### config.mk
export PLATFORM = sky130hd
export DESIGN_NAME = riccati_euler_solver_2x2
export DESIGN_NICKNAME = d
export VERILOG_FILES = /design/src/sv/ricc_pkg.sv /design/src/sv/ricc_div.sv /design/src/sv/ricc_dp.sv /design/src/sv/ricc_ctrl.sv /design/src/sv/riccati_euler_solver_2x2.sv
export SDC_FILE = /design/constraint.sdc
export NUM_CORES = 2
export LEC_CHECK = 0
export ABC_AREA = 1
export BUFFER_PORTS_ARGS = -buffer_cell sky130_fd_sc_hd__buf_2
export CORE_MARGIN = 1.5
export CORE_UTILIZATION = 45
export CTS_BUF_LIST = sky130_fd_sc_hd__clkbuf_4
export DETAILED_ROUTE_END_ITERATION = 7
export GPL_TIMING_DRIVEN = 0
export PLACE_DENSITY_LB_ADDON = 0.25
export SYNTH_ARGS = -nofsm -noshare
export SYNTH_HDL_FRONTEND = slang
export SYNTH_SLANG_ARGS = --single-unit
### constraint.sdc
create_clock -name clk -period 15.28 [get_ports clk]
set_input_delay 2.292 -clock clk [delete_from_list [all_inputs] [get_ports clk]]
set_output_delay 2.292 -clock clk [all_outputs]
set_load 0.005 [all_outputs]
### src/sv/ricc_pkg.sv
package ricc_pkg;

    localparam int DataW       = 32;
    localparam int ProdW       = 64;
    localparam int CfgW        = 17;
    localparam int IterW       = 16;
    localparam int RW          = 31;
    localparam int CfgIdxW     = 2;
    localparam int FracBitsDef = 16;
    localparam int DivSteps    = ProdW;

    localparam logic [CfgW-1:0]  TimeStepRst  = CfgW'(655);
    localparam logic [CfgW-1:0]  TolRst       = CfgW'(66);
    localparam logic [IterW-1:0] IterLimitRst = IterW'(1000);

    localparam logic [CfgIdxW-1:0] CFG_TIME_STEP  = 2'd0;
    localparam logic [CfgIdxW-1:0] CFG_TOLERANCE  = 2'd1;
    localparam logic [CfgIdxW-1:0] CFG_ITER_LIMIT = 2'd2;

    // Multiplier operand sources; i and j come from the command index.
    typedef enum logic [2:0] {
        OPX_P_I0, OPX_P_I1, OPX_A_0I, OPX_A_1I, OPX_B0, OPX_B1, OPX_V_I, OPX_ACC
    } opx_t;

    typedef enum logic [2:0] {
        OPY_B0, OPY_B1, OPY_A_0J, OPY_A_1J, OPY_P_0J, OPY_P_1J, OPY_W_J, OPY_DT
    } opy_t;

    typedef enum logic [2:0] {
        ACC_NONE, ACC_POST_NEW, ACC_POST_ADD, ACC_ADD_T,
        ACC_SUB_QUAD, ACC_ADD_Q, ACC_UPD, ACC_CHG
    } acc_op_t;

    typedef enum logic [1:0] {
        DST_NONE, DST_V, DST_W, DST_T
    } dst_t;

    typedef struct packed {
        logic       load;
        logic       mul_en;
        opx_t       x_sel;
        opy_t       y_sel;
        acc_op_t    acc_op;
        dst_t       dst;
        logic       div_start;
        logic       commit;
        logic [1:0] idx;
    } ricc_cmd_t;

    typedef struct packed {
        logic div_busy;
        logic below_tol;
    } ricc_stat_t;

    // Saturate a 33-bit signed sum to 32 bits.
    function automatic logic signed [DataW-1:0] sat33(input logic signed [DataW:0] v);
        logic signed [DataW-1:0] r;
        if (v[DataW] != v[DataW-1]) begin
            r = v[DataW] ? {1'b1, {(DataW-1){1'b0}}} : {1'b0, {(DataW-1){1'b1}}};
        end else begin
            r = v[DataW-1:0];
        end
        return r;
    endfunction

endpackage

### src/sv/ricc_div.sv
module ricc_div (
    input  logic                                clk,
    input  logic                                rst_n,
    input  logic                                start,
    input  logic signed [ricc_pkg::ProdW-1:0]   dividend,
    input  logic        [ricc_pkg::RW-1:0]      divisor,
    output logic                                busy,
    output logic signed [ricc_pkg::DataW-1:0]   quot
);

    localparam int CntW = $clog2(ricc_pkg::DivSteps + 1);
    localparam int PW   = ricc_pkg::ProdW;
    localparam int DW   = ricc_pkg::DataW;
    localparam int RW   = ricc_pkg::RW;

    logic                 busy_reg;
    logic [CntW-1:0]      cnt_reg;
    logic [PW-1:0]        quo_reg;
    logic [RW-1:0]        rem_reg;
    logic                 neg_reg;
    logic signed [DW-1:0] quot_reg;

    logic [RW:0]          rem_sh;
    logic                 fits;
    logic [RW:0]          rem_diff;

    assign rem_sh   = {rem_reg, quo_reg[PW-1]};
    assign fits     = rem_sh >= {1'b0, divisor};
    assign rem_diff = rem_sh - {1'b0, divisor};

    always_ff @(posedge clk or negedge rst_n) begin
        if (!rst_n) begin
            busy_reg <= 1'b0;
            cnt_reg  <= '0;
        end else if (start) begin
            busy_reg <= 1'b1;
            cnt_reg  <= CntW'(ricc_pkg::DivSteps);
        end else if (busy_reg) begin
            if (cnt_reg != '0) begin
                cnt_reg <= cnt_reg - CntW'(1);
            end else begin
                busy_reg <= 1'b0;
            end
        end
    end

    // Restoring division on the magnitude, one quotient bit a cycle.
    always_ff @(posedge clk) begin
        if (start) begin
            neg_reg <= dividend[PW-1];
            quo_reg <= dividend[PW-1] ? PW'(-dividend) : PW'(dividend);
            rem_reg <= '0;
        end else if (busy_reg) begin
            if (cnt_reg != '0) begin
                rem_reg <= fits ? rem_diff[RW-1:0] : rem_sh[RW-1:0];
                quo_reg <= {quo_reg[PW-2:0], fits};
            end else if (neg_reg) begin
                quot_reg <= (quo_reg > PW'(64'h8000_0000)) ? {1'b1, {(DW-1){1'b0}}}
                                                           : DW'(-quo_reg);
            end else begin
                quot_reg <= (quo_reg > PW'(64'h7FFF_FFFF)) ? {1'b0, {(DW-1){1'b1}}}
                                                           : quo_reg[DW-1:0];
            end
        end
    end

    assign busy = busy_reg;
    assign quot = quot_reg;

endmodule

### src/sv/ricc_dp.sv
module ricc_dp #(
    parameter int FRAC_BITS = ricc_pkg::FracBitsDef
) (
    input  logic                               clk,
    input  logic                               rst_n,
    input  ricc_pkg::ricc_cmd_t                cmd,
    output ricc_pkg::ricc_stat_t               stat,
    input  logic signed [ricc_pkg::DataW-1:0]  a_00,
    input  logic signed [ricc_pkg::DataW-1:0]  a_01,
    input  logic signed [ricc_pkg::DataW-1:0]  a_10,
    input  logic signed [ricc_pkg::DataW-1:0]  a_11,
    input  logic signed [ricc_pkg::DataW-1:0]  gain_0,
    input  logic signed [ricc_pkg::DataW-1:0]  gain_1,
    input  logic signed [ricc_pkg::DataW-1:0]  weight_00,
    input  logic signed [ricc_pkg::DataW-1:0]  weight_01,
    input  logic signed [ricc_pkg::DataW-1:0]  weight_10,
    input  logic signed [ricc_pkg::DataW-1:0]  weight_11,
    input  logic        [ricc_pkg::RW-1:0]     control_weight,
    input  logic        [ricc_pkg::CfgW-1:0]   time_step,
    input  logic        [ricc_pkg::CfgW-1:0]   tolerance,
    output logic signed [ricc_pkg::DataW-1:0]  sol_00,
    output logic signed [ricc_pkg::DataW-1:0]  sol_01,
    output logic signed [ricc_pkg::DataW-1:0]  sol_10,
    output logic signed [ricc_pkg::DataW-1:0]  sol_11
);

    localparam int DW = ricc_pkg::DataW;
    localparam int PW = ricc_pkg::ProdW;

    typedef logic signed [DW-1:0] word_t;

    word_t a00_reg, a01_reg, a10_reg, a11_reg;
    word_t b0_reg, b1_reg;
    word_t q00_reg, q01_reg, q10_reg, q11_reg;
    word_t p00_reg, p01_reg, p10_reg, p11_reg;
    word_t np00_reg, np01_reg, np10_reg, np11_reg;
    word_t v0_reg, v1_reg, w0_reg, w1_reg;
    word_t t_reg, acc_reg;
    logic signed [PW-1:0]   prod_reg;
    logic [ricc_pkg::RW-1:0] r_reg;
    logic [DW-1:0]          maxch_reg;

    logic  ii, jj;
    word_t p_i0, p_i1, p_0j, p_1j, a_0i, a_1i, a_0j, a_1j, v_i, w_j;
    word_t p_ij, np_ij, q_ij;
    word_t op_x, op_y;
    logic signed [PW-1:0] shr;
    word_t m_val;
    word_t add_x, add_y;
    logic  add_sub;
    logic signed [DW:0] add_raw;
    word_t add_res;
    logic signed [DW:0] ch;
    logic [DW:0] ach;
    logic  div_busy;
    word_t quad;

    assign ii = cmd.idx[1];
    assign jj = cmd.idx[0];

    assign p_i0 = ii ? p10_reg : p00_reg;
    assign p_i1 = ii ? p11_reg : p01_reg;
    assign p_0j = jj ? p01_reg : p00_reg;
    assign p_1j = jj ? p11_reg : p10_reg;
    assign a_0i = ii ? a01_reg : a00_reg;
    assign a_1i = ii ? a11_reg : a10_reg;
    assign a_0j = jj ? a01_reg : a00_reg;
    assign a_1j = jj ? a11_reg : a10_reg;
    assign v_i  = ii ? v1_reg : v0_reg;
    assign w_j  = jj ? w1_reg : w0_reg;

    always_comb begin
        case (cmd.idx)
            2'd0:    begin p_ij = p00_reg; np_ij = np00_reg; q_ij = q00_reg; end
            2'd1:    begin p_ij = p01_reg; np_ij = np01_reg; q_ij = q01_reg; end
            2'd2:    begin p_ij = p10_reg; np_ij = np10_reg; q_ij = q10_reg; end
            default: begin p_ij = p11_reg; np_ij = np11_reg; q_ij = q11_reg; end
        endcase
    end

    always_comb begin
        case (cmd.x_sel)
            ricc_pkg::OPX_P_I0: op_x = p_i0;
            ricc_pkg::OPX_P_I1: op_x = p_i1;
            ricc_pkg::OPX_A_0I: op_x = a_0i;
            ricc_pkg::OPX_A_1I: op_x = a_1i;
            ricc_pkg::OPX_B0:   op_x = b0_reg;
            ricc_pkg::OPX_B1:   op_x = b1_reg;
            ricc_pkg::OPX_V_I:  op_x = v_i;
            default:            op_x = acc_reg;
        endcase
        case (cmd.y_sel)
            ricc_pkg::OPY_B0:   op_y = b0_reg;
            ricc_pkg::OPY_B1:   op_y = b1_reg;
            ricc_pkg::OPY_A_0J: op_y = a_0j;
            ricc_pkg::OPY_A_1J: op_y = a_1j;
            ricc_pkg::OPY_P_0J: op_y = p_0j;
            ricc_pkg::OPY_P_1J: op_y = p_1j;
            ricc_pkg::OPY_W_J:  op_y = w_j;
            default:            op_y = $signed({{(DW-ricc_pkg::CfgW){1'b0}}, time_step});
        endcase
    end

    // Scale the product back to the fixed-point grid (floor) and clamp.
    assign shr = prod_reg >>> FRAC_BITS;
    always_comb begin
        if (shr > PW'(64'sh7FFF_FFFF)) begin
            m_val = {1'b0, {(DW-1){1'b1}}};
        end else if (shr < -PW'(64'sh8000_0000)) begin
            m_val = {1'b1, {(DW-1){1'b0}}};
        end else begin
            m_val = shr[DW-1:0];
        end
    end

    // One saturating adder serves every accumulator operation but ACC_POST_NEW and ACC_CHG.
    always_comb begin
        add_x   = acc_reg;
        add_y   = m_val;
        add_sub = 1'b0;
        case (cmd.acc_op)
            ricc_pkg::ACC_ADD_T:    add_y = t_reg;
            ricc_pkg::ACC_SUB_QUAD: begin add_y = quad; add_sub = 1'b1; end
            ricc_pkg::ACC_ADD_Q:    add_y = q_ij;
            ricc_pkg::ACC_UPD:      begin add_x = p_ij; add_y = acc_reg; end
            default: ;
        endcase
    end

    assign add_raw = add_sub ? ({add_x[DW-1], add_x} - {add_y[DW-1], add_y})
                             : ({add_x[DW-1], add_x} + {add_y[DW-1], add_y});
    assign add_res = ricc_pkg::sat33(add_raw);

    assign ch  = {np_ij[DW-1], np_ij} - {p_ij[DW-1], p_ij};
    assign ach = ch[DW] ? (DW+1)'(-ch) : (DW+1)'(ch);

    ricc_div u_div (
        .clk      (clk),
        .rst_n    (rst_n),
        .start    (cmd.div_start),
        .dividend (prod_reg),
        .divisor  (r_reg),
        .busy     (div_busy),
        .quot     (quad)
    );

    always_ff @(posedge clk) begin
        if (cmd.mul_en) begin
            prod_reg <= PW'(op_x) * PW'(op_y);
        end

        case (cmd.acc_op)
            ricc_pkg::ACC_POST_NEW: acc_reg <= m_val;
            ricc_pkg::ACC_POST_ADD,
            ricc_pkg::ACC_ADD_T,
            ricc_pkg::ACC_SUB_QUAD,
            ricc_pkg::ACC_ADD_Q:    acc_reg <= add_res;
            ricc_pkg::ACC_UPD: begin
                case (cmd.idx)
                    2'd0:    np00_reg <= add_res;
                    2'd1:    np01_reg <= add_res;
                    2'd2:    np10_reg <= add_res;
                    default: np11_reg <= add_res;
                endcase
            end
            ricc_pkg::ACC_CHG: begin
                if (ach[DW-1:0] > maxch_reg) begin
                    maxch_reg <= ach[DW-1:0];
                end
            end
            default: ;
        endcase

        if (cmd.acc_op == ricc_pkg::ACC_POST_ADD) begin
            case (cmd.dst)
                ricc_pkg::DST_V: begin
                    if (ii) v1_reg <= add_res;
                    else    v0_reg <= add_res;
                end
                ricc_pkg::DST_W: begin
                    if (jj) w1_reg <= add_res;
                    else    w0_reg <= add_res;
                end
                ricc_pkg::DST_T: t_reg <= add_res;
                default: ;
            endcase
        end

        if (cmd.load) begin
            a00_reg   <= a_00;
            a01_reg   <= a_01;
            a10_reg   <= a_10;
            a11_reg   <= a_11;
            b0_reg    <= gain_0;
            b1_reg    <= gain_1;
            q00_reg   <= weight_00;
            q01_reg   <= weight_01;
            q10_reg   <= weight_10;
            q11_reg   <= weight_11;
            p00_reg   <= weight_00;
            p01_reg   <= weight_01;
            p10_reg   <= weight_10;
            p11_reg   <= weight_11;
            r_reg     <= (control_weight == '0) ? ricc_pkg::RW'(1) : control_weight;
            maxch_reg <= '0;
        end else if (cmd.commit) begin
            p00_reg   <= np00_reg;
            p01_reg   <= np01_reg;
            p10_reg   <= np10_reg;
            p11_reg   <= np11_reg;
            maxch_reg <= '0;
        end
    end

    assign stat.div_busy  = div_busy;
    assign stat.below_tol = maxch_reg < {{(DW-ricc_pkg::CfgW){1'b0}}, tolerance};

    assign sol_00 = p00_reg;
    assign sol_01 = p01_reg;
    assign sol_10 = p10_reg;
    assign sol_11 = p11_reg;

endmodule

### src/sv/ricc_ctrl.sv
module ricc_ctrl (
    input  logic                           clk,
    input  logic                           rst_n,
    input  logic                           start,
    input  logic [ricc_pkg::IterW-1:0]     iteration_limit,
    input  ricc_pkg::ricc_stat_t           stat,
    output ricc_pkg::ricc_cmd_t            cmd,
    output logic                           busy,
    output logic                           done,
    output logic                           converged
);

    localparam int IW = ricc_pkg::IterW;

    localparam logic [3:0] VwLast   = 4'd5;
    localparam logic [3:0] ElemWait = 4'd8;
    localparam logic [3:0] ElemLast = 4'd14;

    typedef enum logic [2:0] {S_IDLE, S_VW, S_ELEM, S_COMMIT, S_DONE} state_t;

    state_t              state_reg, state_next;
    logic [3:0]          step_reg, step_next;
    logic [1:0]          idx_reg, idx_next;
    logic [IW-1:0]       iter_reg, iter_next;
    logic                conv_reg, conv_next;
    ricc_pkg::ricc_cmd_t cmd_reg, cmd_next;

    function automatic ricc_pkg::ricc_cmd_t decode(input state_t st, input logic [3:0] step,
                                                   input logic [1:0] idx);
        ricc_pkg::ricc_cmd_t c;
        c     = '0;
        c.idx = idx;
        case (st)
            S_VW: begin
                case (step)
                    4'd0: begin c.mul_en = 1'b1; c.x_sel = ricc_pkg::OPX_P_I0;
                                c.y_sel = ricc_pkg::OPY_B0; end
                    4'd1: begin c.mul_en = 1'b1; c.x_sel = ricc_pkg::OPX_P_I1;
                                c.y_sel = ricc_pkg::OPY_B1; c.acc_op = ricc_pkg::ACC_POST_NEW; end
                    4'd2: begin c.acc_op = ricc_pkg::ACC_POST_ADD; c.dst = ricc_pkg::DST_V; end
                    4'd3: begin c.mul_en = 1'b1; c.x_sel = ricc_pkg::OPX_B0;
                                c.y_sel = ricc_pkg::OPY_P_0J; end
                    4'd4: begin c.mul_en = 1'b1; c.x_sel = ricc_pkg::OPX_B1;
                                c.y_sel = ricc_pkg::OPY_P_1J; c.acc_op = ricc_pkg::ACC_POST_NEW; end
                    4'd5: begin c.acc_op = ricc_pkg::ACC_POST_ADD; c.dst = ricc_pkg::DST_W; end
                    default: ;
                endcase
            end
            S_ELEM: begin
                case (step)
                    4'd0:  begin c.mul_en = 1'b1; c.x_sel = ricc_pkg::OPX_V_I;
                                 c.y_sel = ricc_pkg::OPY_W_J; end
                    4'd1:  begin c.div_start = 1'b1; c.mul_en = 1'b1;
                                 c.x_sel = ricc_pkg::OPX_P_I0; c.y_sel = ricc_pkg::OPY_A_0J; end
                    4'd2:  begin c.mul_en = 1'b1; c.x_sel = ricc_pkg::OPX_P_I1;
                                 c.y_sel = ricc_pkg::OPY_A_1J;
                                 c.acc_op = ricc_pkg::ACC_POST_NEW; end
                    4'd3:  begin c.acc_op = ricc_pkg::ACC_POST_ADD; c.dst = ricc_pkg::DST_T; end
                    4'd4:  begin c.mul_en = 1'b1; c.x_sel = ricc_pkg::OPX_A_0I;
                                 c.y_sel = ricc_pkg::OPY_P_0J; end
                    4'd5:  begin c.mul_en = 1'b1; c.x_sel = ricc_pkg::OPX_A_1I;
                                 c.y_sel = ricc_pkg::OPY_P_1J;
                                 c.acc_op = ricc_pkg::ACC_POST_NEW; end
                    4'd6:  c.acc_op = ricc_pkg::ACC_POST_ADD;
                    4'd7:  c.acc_op = ricc_pkg::ACC_ADD_T;
                    4'd9:  c.acc_op = ricc_pkg::ACC_SUB_QUAD;
                    4'd10: c.acc_op = ricc_pkg::ACC_ADD_Q;
                    4'd11: begin c.mul_en = 1'b1; c.x_sel = ricc_pkg::OPX_ACC;
                                 c.y_sel = ricc_pkg::OPY_DT; end
                    4'd12: c.acc_op = ricc_pkg::ACC_POST_NEW;
                    4'd13: c.acc_op = ricc_pkg::ACC_UPD;
                    4'd14: c.acc_op = ricc_pkg::ACC_CHG;
                    default: ;
                endcase
            end
            S_COMMIT: c.commit = 1'b1;
            default: ;
        endcase
        return c;
    endfunction

    always_comb begin
        state_next = state_reg;
        step_next  = step_reg;
        idx_next   = idx_reg;
        iter_next  = iter_reg;
        conv_next  = conv_reg;
        unique case (state_reg)
            S_IDLE: begin
                if (start) begin
                    step_next  = '0;
                    idx_next   = '0;
                    iter_next  = '0;
                    conv_next  = 1'b0;
                    state_next = (iteration_limit == '0) ? S_DONE : S_VW;
                end
            end
            S_VW: begin
                if (step_reg == VwLast) begin
                    step_next = '0;
                    if (idx_reg == 2'd3) begin
                        state_next = S_ELEM;
                        idx_next   = '0;
                    end else begin
                        idx_next = 2'd3;
                    end
                end else begin
                    step_next = step_reg + 4'd1;
                end
            end
            S_ELEM: begin
                if (step_reg == ElemWait) begin
                    if (!stat.div_busy) begin
                        step_next = step_reg + 4'd1;
                    end
                end else if (step_reg == ElemLast) begin
                    step_next = '0;
                    if (idx_reg == 2'd3) begin
                        state_next = S_COMMIT;
                    end else begin
                        idx_next = idx_reg + 2'd1;
                    end
                end else begin
                    step_next = step_reg + 4'd1;
                end
            end
            S_COMMIT: begin
                iter_next = iter_reg + IW'(1);
                if (stat.below_tol) begin
                    conv_next  = 1'b1;
                    state_next = S_DONE;
                end else if (iter_reg + IW'(1) == iteration_limit) begin
                    state_next = S_DONE;
                end else begin
                    state_next = S_VW;
                    step_next  = '0;
                    idx_next   = '0;
                end
            end
            S_DONE: state_next = S_IDLE;
            default: state_next = S_IDLE;
        endcase
        cmd_next = decode(state_next, step_next, idx_next);
    end

    always_ff @(posedge clk or negedge rst_n) begin
        if (!rst_n) begin
            state_reg <= S_IDLE;
            step_reg  <= '0;
            idx_reg   <= '0;
            iter_reg  <= '0;
            conv_reg  <= 1'b0;
            cmd_reg   <= '0;
        end else begin
            state_reg <= state_next;
            step_reg  <= step_next;
            idx_reg   <= idx_next;
            iter_reg  <= iter_next;
            conv_reg  <= conv_next;
            cmd_reg   <= cmd_next;
        end
    end

    always_comb begin
        cmd      = cmd_reg;
        cmd.load = (state_reg == S_IDLE) && start;
    end

    assign busy      = (state_reg != S_IDLE);
    assign done      = (state_reg == S_DONE);
    assign converged = conv_reg;

endmodule

### src/sv/riccati_euler_solver_2x2.sv
// Channel     Handshake                  Payload
// ---------   ------------------------   -------------------------------------------
// command     start, busy                a_00..a_11, gain_0/1, weight_00..11,
//                                        control_weight
// result      done (one-cycle strobe)    sol_00..sol_11, converged
// config      cfg_valid, cfg_ready       cfg_index, cfg_data
//
// A transaction is taken when start is high and busy is low; busy rises the next cycle.
// One Euler iteration computes P*B and B'*P, then updates each element of P (a radix-2
// quadratic-term divide, only partly hidden by the products), and ends with a commit.
// busy stays high until the result, with done on the last busy cycle; a zero
// iteration limit goes straight to done.
// rst_n clears control and restores the configuration defaults; the result strobe
// cannot be stalled, so sol_* and converged must be sampled while done is high.
module riccati_euler_solver_2x2 #(
    parameter int FRAC_BITS = ricc_pkg::FracBitsDef
) (
    input  logic                                clk,
    input  logic                                rst_n,
    // command transaction
    input  logic                                start,
    output logic                                busy,
    input  logic signed [ricc_pkg::DataW-1:0]   a_00,
    input  logic signed [ricc_pkg::DataW-1:0]   a_01,
    input  logic signed [ricc_pkg::DataW-1:0]   a_10,
    input  logic signed [ricc_pkg::DataW-1:0]   a_11,
    input  logic signed [ricc_pkg::DataW-1:0]   gain_0,
    input  logic signed [ricc_pkg::DataW-1:0]   gain_1,
    input  logic signed [ricc_pkg::DataW-1:0]   weight_00,
    input  logic signed [ricc_pkg::DataW-1:0]   weight_01,
    input  logic signed [ricc_pkg::DataW-1:0]   weight_10,
    input  logic signed [ricc_pkg::DataW-1:0]   weight_11,
    input  logic        [ricc_pkg::RW-1:0]      control_weight,
    // result transaction
    output logic                                done,
    output logic signed [ricc_pkg::DataW-1:0]   sol_00,
    output logic signed [ricc_pkg::DataW-1:0]   sol_01,
    output logic signed [ricc_pkg::DataW-1:0]   sol_10,
    output logic signed [ricc_pkg::DataW-1:0]   sol_11,
    output logic                                converged,
    // configuration write transaction
    input  logic                                cfg_valid,
    output logic                                cfg_ready,
    input  logic        [ricc_pkg::CfgIdxW-1:0] cfg_index,
    input  logic        [ricc_pkg::CfgW-1:0]    cfg_data
);

    logic [ricc_pkg::CfgW-1:0]  time_step_reg;
    logic [ricc_pkg::CfgW-1:0]  tolerance_reg;
    logic [ricc_pkg::IterW-1:0] iter_limit_reg;

    ricc_pkg::ricc_cmd_t  cmd;
    ricc_pkg::ricc_stat_t stat;

    // Config writes are always taken; drop writes to unknown indexes.
    assign cfg_ready = 1'b1;

    always_ff @(posedge clk or negedge rst_n) begin
        if (!rst_n) begin
            time_step_reg  <= ricc_pkg::TimeStepRst;
            tolerance_reg  <= ricc_pkg::TolRst;
            iter_limit_reg <= ricc_pkg::IterLimitRst;
        end else if (cfg_valid && cfg_ready) begin
            unique case (cfg_index)
                ricc_pkg::CFG_TIME_STEP:  time_step_reg  <= cfg_data;
                ricc_pkg::CFG_TOLERANCE:  tolerance_reg  <= cfg_data;
                ricc_pkg::CFG_ITER_LIMIT: iter_limit_reg <= cfg_data[ricc_pkg::IterW-1:0];
                default: ;
            endcase
        end
    end

    // Sequence the iteration: products, division, update, convergence check.
    ricc_ctrl u_ctrl (
        .clk             (clk),
        .rst_n           (rst_n),
        .start           (start),
        .iteration_limit (iter_limit_reg),
        .stat            (stat),
        .cmd             (cmd),
        .busy            (busy),
        .done            (done),
        .converged       (converged)
    );

    // Hold operands and P; run the shared multiplier, adder and divider.
    ricc_dp #(
        .FRAC_BITS (FRAC_BITS)
    ) u_dp (
        .clk            (clk),
        .rst_n          (rst_n),
        .cmd            (cmd),
        .stat           (stat),
        .a_00           (a_00),
        .a_01           (a_01),
        .a_10           (a_10),
        .a_11           (a_11),
        .gain_0         (gain_0),
        .gain_1         (gain_1),
        .weight_00      (weight_00),
        .weight_01      (weight_01),
        .weight_10      (weight_10),
        .weight_11      (weight_11),
        .control_weight (control_weight),
        .time_step      (time_step_reg),
        .tolerance      (tolerance_reg),
        .sol_00         (sol_00),
        .sol_01         (sol_01),
        .sol_10         (sol_10),
        .sol_11         (sol_11)
    );

endmodule

=== Word-level counts from Yosys, hierarchy flattened ===
Cells that the tools add are included.

* Bits in registers: 1,121
* Output and inout bits: 132
* Logic and storage cells: 264

* Add/sub/neg operators: 11
* $mul: 1
* Order comparisons: 7
* Equality and inequality tests: 60
* Mux-type cells: 89
* Bitwise logic cells: 5
* Reduce and logical (&&, ||, !) cells: 43

{| class="wikitable"
|+ Operator list
! cell !! number
|-
| 32-bit 2-to-1 mux || 27
|-
| 32-bit one-hot mux with 7 select lines || 2
|-
| 32-bit one-hot mux with 3 select lines || 3
|-
| 64-bit 2-to-1 mux || 4
|-
| 32-bit one-hot mux with 4 select lines || 1
|-
| 32-bit by 32-bit subtractor with 33-bit output || 2
|-
| 64-bit by 31-bit greater-than comparator with 1-bit output (second input constant) || 1
|-
| 64-bit by 32-bit greater-than comparator with 1-bit output (second input constant) || 1
|-
| 32-bit by 32-bit multiplier with 64-bit output || 1
|-
| 32-bit negator || 2
|-
| 64-bit negator || 1
|-
| 32-bit one-hot mux with 2 select lines || 1
|-
| 48-bit by 32-bit greater-than comparator with 1-bit output (second input constant) || 1
|-
| 48-bit by 32-bit less-than comparator with 1-bit output (second input constant) || 1
|-
| 7-bit one-hot mux with 6 select lines || 1
|-
| 32-bit by 32-bit adder with 33-bit output || 1
|-
| 3-bit == test (second input constant) || 11
|-
| 33-bit 2-to-1 mux || 1
|-
| 4-bit == test (second input constant) || 8
|-
| 32-bit by 31-bit greater-or-equal comparator with 1-bit output || 1
|-
| 32-bit greater-than comparator || 1
|-
| 32-bit by 17-bit less-than comparator with 1-bit output || 1
|-
| 16-bit one-hot mux with 2 select lines || 1
|-
| 31-bit zero test || 1
|-
| other kinds (47) || 141
|}

=== Longest topological paths before layout ===
* Depth in word-level cells: 9
* Depth in mapped cells: 48

=== Modules after synthesis ===
From an unflattened synthesis, not the netlist that was laid out.

* Cell total of the unflattened synthesis: 11,863
* Area total of the unflattened synthesis: 99,925.8 µm²

{| class="wikitable"
|+ Modules (own cells, without submodules)
! module !! times used !! cells an instance !! area each (µm²)
|-
| ricc_dp || 1 || 9,372 || 83,067.2
|-
| ricc_div || 1 || 1,842 || 11,847.6
|-
| ricc_ctrl || 1 || 425 || 2,885.3
|-
| riccati_euler_solver_2x2 || 1 || 224 || 2,125.8
|}

=== Worst setup path after synthesis ===
Ideal clock, no wire load.

* Path type: input to register
* Start point: input start
* End point: register u_dp.a00_reg[0] (enable)
* Arrival: 12.631 ns
* Slack: 1.798 ns
* Stages: 5
* Path through: inv_1 > nor2_1 > clkbuf_1 > clkbuf_1 > buf_1

{| class="wikitable"
|+ RTL lines
! item !! RTL line !! source
|-
| start: declaration || riccati_euler_solver_2x2.sv:21 || <nowiki>input logic start,</nowiki>
|-
| end signal: assignment || ricc_dp.sv:190 || <nowiki>a00_reg <= a_00;</nowiki>
|-
| end: declaration || ricc_dp.sv:32 || <nowiki>word_t a00_reg, a01_reg, a10_reg, a11_reg;</nowiki>
|}

==> impl_metrics.csv <==
group,metric,value,unit
place,place_worst_setup_slack,1.71,ns
routing,drc,1,
routing,dr.pass1.iters,8,
critical_path,cp_slowest_stage_delay,1.19,ns
cts,cts_hold_buf,0,
critical_path,critPathKind,"flip-flop to flip-flop",
floorplan,die_x,468,µm
cts,clock_latency,1.51,ns
run,maxCapViolCount,13,
routing,drt-total-wl,503,mm
cts,post_cts_resized,0,
routing,dr_total_vias,91600,
place,hpwl,405,mm
cts,cts_buffers,329,
timing,max_freq,69.1,MHz
place,routabilityCongestion,1.10,
routing,viasPerCell,6.05,
cts,clockRootBuffer,"clkbuf_4",
timing,relSlewSlack,-0.123,
floorplan,rows,170,
logic_synthesis,ys_seq_elements,1120,
global_routing,grt_start_max_net_pins,68,
logic_synthesis,synthFlopType,"edfxtp_1",
global_routing,antenna_found_initial,74,
timing,fin_crit,14.46,ns
final_layout,nets,13800,
routing,wire_per_inst,33.2,µm
global_routing,grt_pass1_vias,88700,
routing,drtIter0Drc,13200,
floorplan,core,0.215,mm²
run_status,outcome,"finished with violations",
cts,cts_tree,"done",
cts,cts_setup_buffers,0,
logic_synthesis,yosysSeqAreaShare,0.335,
final_layout,finish.cell_count_without_fillers,15200,
floorplan,start_util,0.453,
floorplan,dieHeight,468,µm
final_layout,syn_to_final_growth,11.4,%
critical_path,cp_max_fo,11,
timing,skew,0.260,ns
logic_synthesis,syn_inst,11100,
global_routing,grt_usage,0.454,
routing,antenna_left,0,
cts,numClockSinks,1120,
timing,fin_ws,0.819,ns
cts,path_clk_slew,0.06,ns
timing,rsz0062_at_grt,"false",
critical_path,crit_arrival,15.47,ns
logic_synthesis,synth_edf_count,960,
critical_path,crit_path_top_delay_cell,"buf_1",
cts,htreeDepth,5,
place,port_buffers,504,
timing,finalMaxSlewViolations,120,
timing,hold_viol,0,
logic_synthesis,yosysWarnings,0,
critical_path,critical_path_required,16.29,ns
worst_hold_path,worst_hold_path_type,"flip-flop to flip-flop",
logic_synthesis,synthArstFlopShare,0.0866,
timing,fin_crit_sh,0.946,
logic_synthesis,syn_area,0.0973,mm²
cts,cts_buffer_depth,4,
floorplan,num_io_pins,506,
global_routing,grt_pass1_wl,682,mm
floorplan,die-area,0.219,mm²
place,dp_cells,14500,
logic_synthesis,syn_nets,12900,
logic_synthesis,syn_avg_cell_area,8.74,µm²
final_layout,num-fill-cells,20800,
timing,setup_violations,0,
final_layout,drive_above_1_share,0.105,
critical_path,cp-end-kind,"flip-flop",
critical_path,crit_path_start_kind,"flip-flop",
logic_synthesis,synth_cell_types,74,
global_routing,grt-ovfl-total,0,
timing,tightest_slew,1.68,ns
run_status,violations,"design-rule violations, max-capacitance violations, max-slew violations",
==> area by class of cell <==
cell class,instances,area [µm²],area share
well taps,2838,3550,0.0328
clock buffers,460,3450,0.0319
multi-input cells,7509,55200,0.509
plain buffers,506,2150,0.0198
clock inverters,91,487,0.00449
repair buffers,555,3300,0.0305
flip-flops and latches,1120,32500,0.300
diodes,74,185,0.00171
inverters,1998,7500,0.0692
==> placed cells by master, fill, tap and decap left out, types with 168 or more instances in the layout <==
cell	instances
nand2_1	2305
buf_2	576
clkbuf_4	462
ha_1	342
fa_1	1085
inv_1	1962
a21oi_1	538
o21ai_0	697
nor2_1	1061
nand3_1	280
xor2_1	168
edfxtp_1	960
clkbuf_1	370
==> logic make-up (layout without fill, tap and decap cells) <==
family,count (synthesis),count (layout),share of synthesized area
other,1,75,0.0000386
multiplexers,2,2,0.000206
AO/OA/AOI/OAI,1791,1791,0.105
AND/OR/NAND/NOR,4031,4031,0.170
XOR/XNOR,257,257,0.0231
flip-flops,1120,1120,0.335
buffers and inverters,2504,3610,0.0992
adder cells (fa/ha/maj),1427,1427,0.267
==> critical path, delay by kind of cell (launching register included) <==
| kind | cells | cell delay (ns) |
|---|---|---|
| buffers and inverters | 11 | 5.19 |
| adders and majority gates | 9 | 4.66 |
| and+or+nand+nor | 11 | 2.03 |
| AOI/OAI and AO/OA | 4 | 1.39 |
| DFF | 1 | 0.54 |
| xor gates and xnor gates | 1 | 0.22 |
==> path summary, 6_finish.rpt <==
path | startpoint | endpoint | slack, ns | cells past startpoint
worst min-delay path | u_dp.u_div.rem_reg[5] | u_dp.u_div.rem_reg[6] | 0.48 | 2
min in group asynchronous | rst_n | u_ctrl.idx_reg[1] | 0.86 | 1
worst min register to register | u_dp.u_div.rem_reg[5] | u_dp.u_div.rem_reg[6] | 0.48 | 2
worst max register to register | u_ctrl.idx_reg[0] | u_dp.prod_reg[63] | 0.82 | 36
worst max-delay path | u_ctrl.idx_reg[0] | u_dp.prod_reg[63] | 0.82 | 36
max in group asynchronous | rst_n | u_dp.u_div.cnt_reg[4] | 13.50 | 2
==> routing by layer <==
metal  GRT usage  share of wire  vias to the layer above  wire [µm]
met5     0.00351        0.00071                        -        357
met4       0.287          0.075                       40      37500
met3       0.199           0.15                     1493      75200
met2       0.619           0.40                     7062     200000
met1       0.585           0.38                    45300     190000
li1            -              -                    37700          -
==> through the flow <==
stage / TNS, ns / area (µm²) / hold WS, ns / util
after floorplan: 0 / 97300 / 0.444 / -
after global placement: -1559.87 / 103000 / 0.461 / 0.481
after detailed placement: 0 / 104000 / 0.465 / 0.486
after CTS: 0 / 108000 / 0.470 / 0.504
after global routing: 0 / 108000 / 0.494 / 0.504
final: 0 / 108000 / 0.475 / 0.505
==> cell usage after synthesis (108+ instances only) <==
cell	n	area [µm²]
ha_1	342	4280
nand3_1	280	1400
o21ai_0	699	3500
o22ai_1	127	795
clkbuf_1	371	1390
nor3_1	108	541
a21oi_1	538	2690
inv_1	1963	7370
nor2_1	1066	4000
nand2_1	2306	8660
fa_1	1085	21700
edfxtp_1	960	28800
xor2_1	168	1470
Power is not shown: default switching activity piles up to over one toggle a cycle in this logic, so the estimate is an artifact.
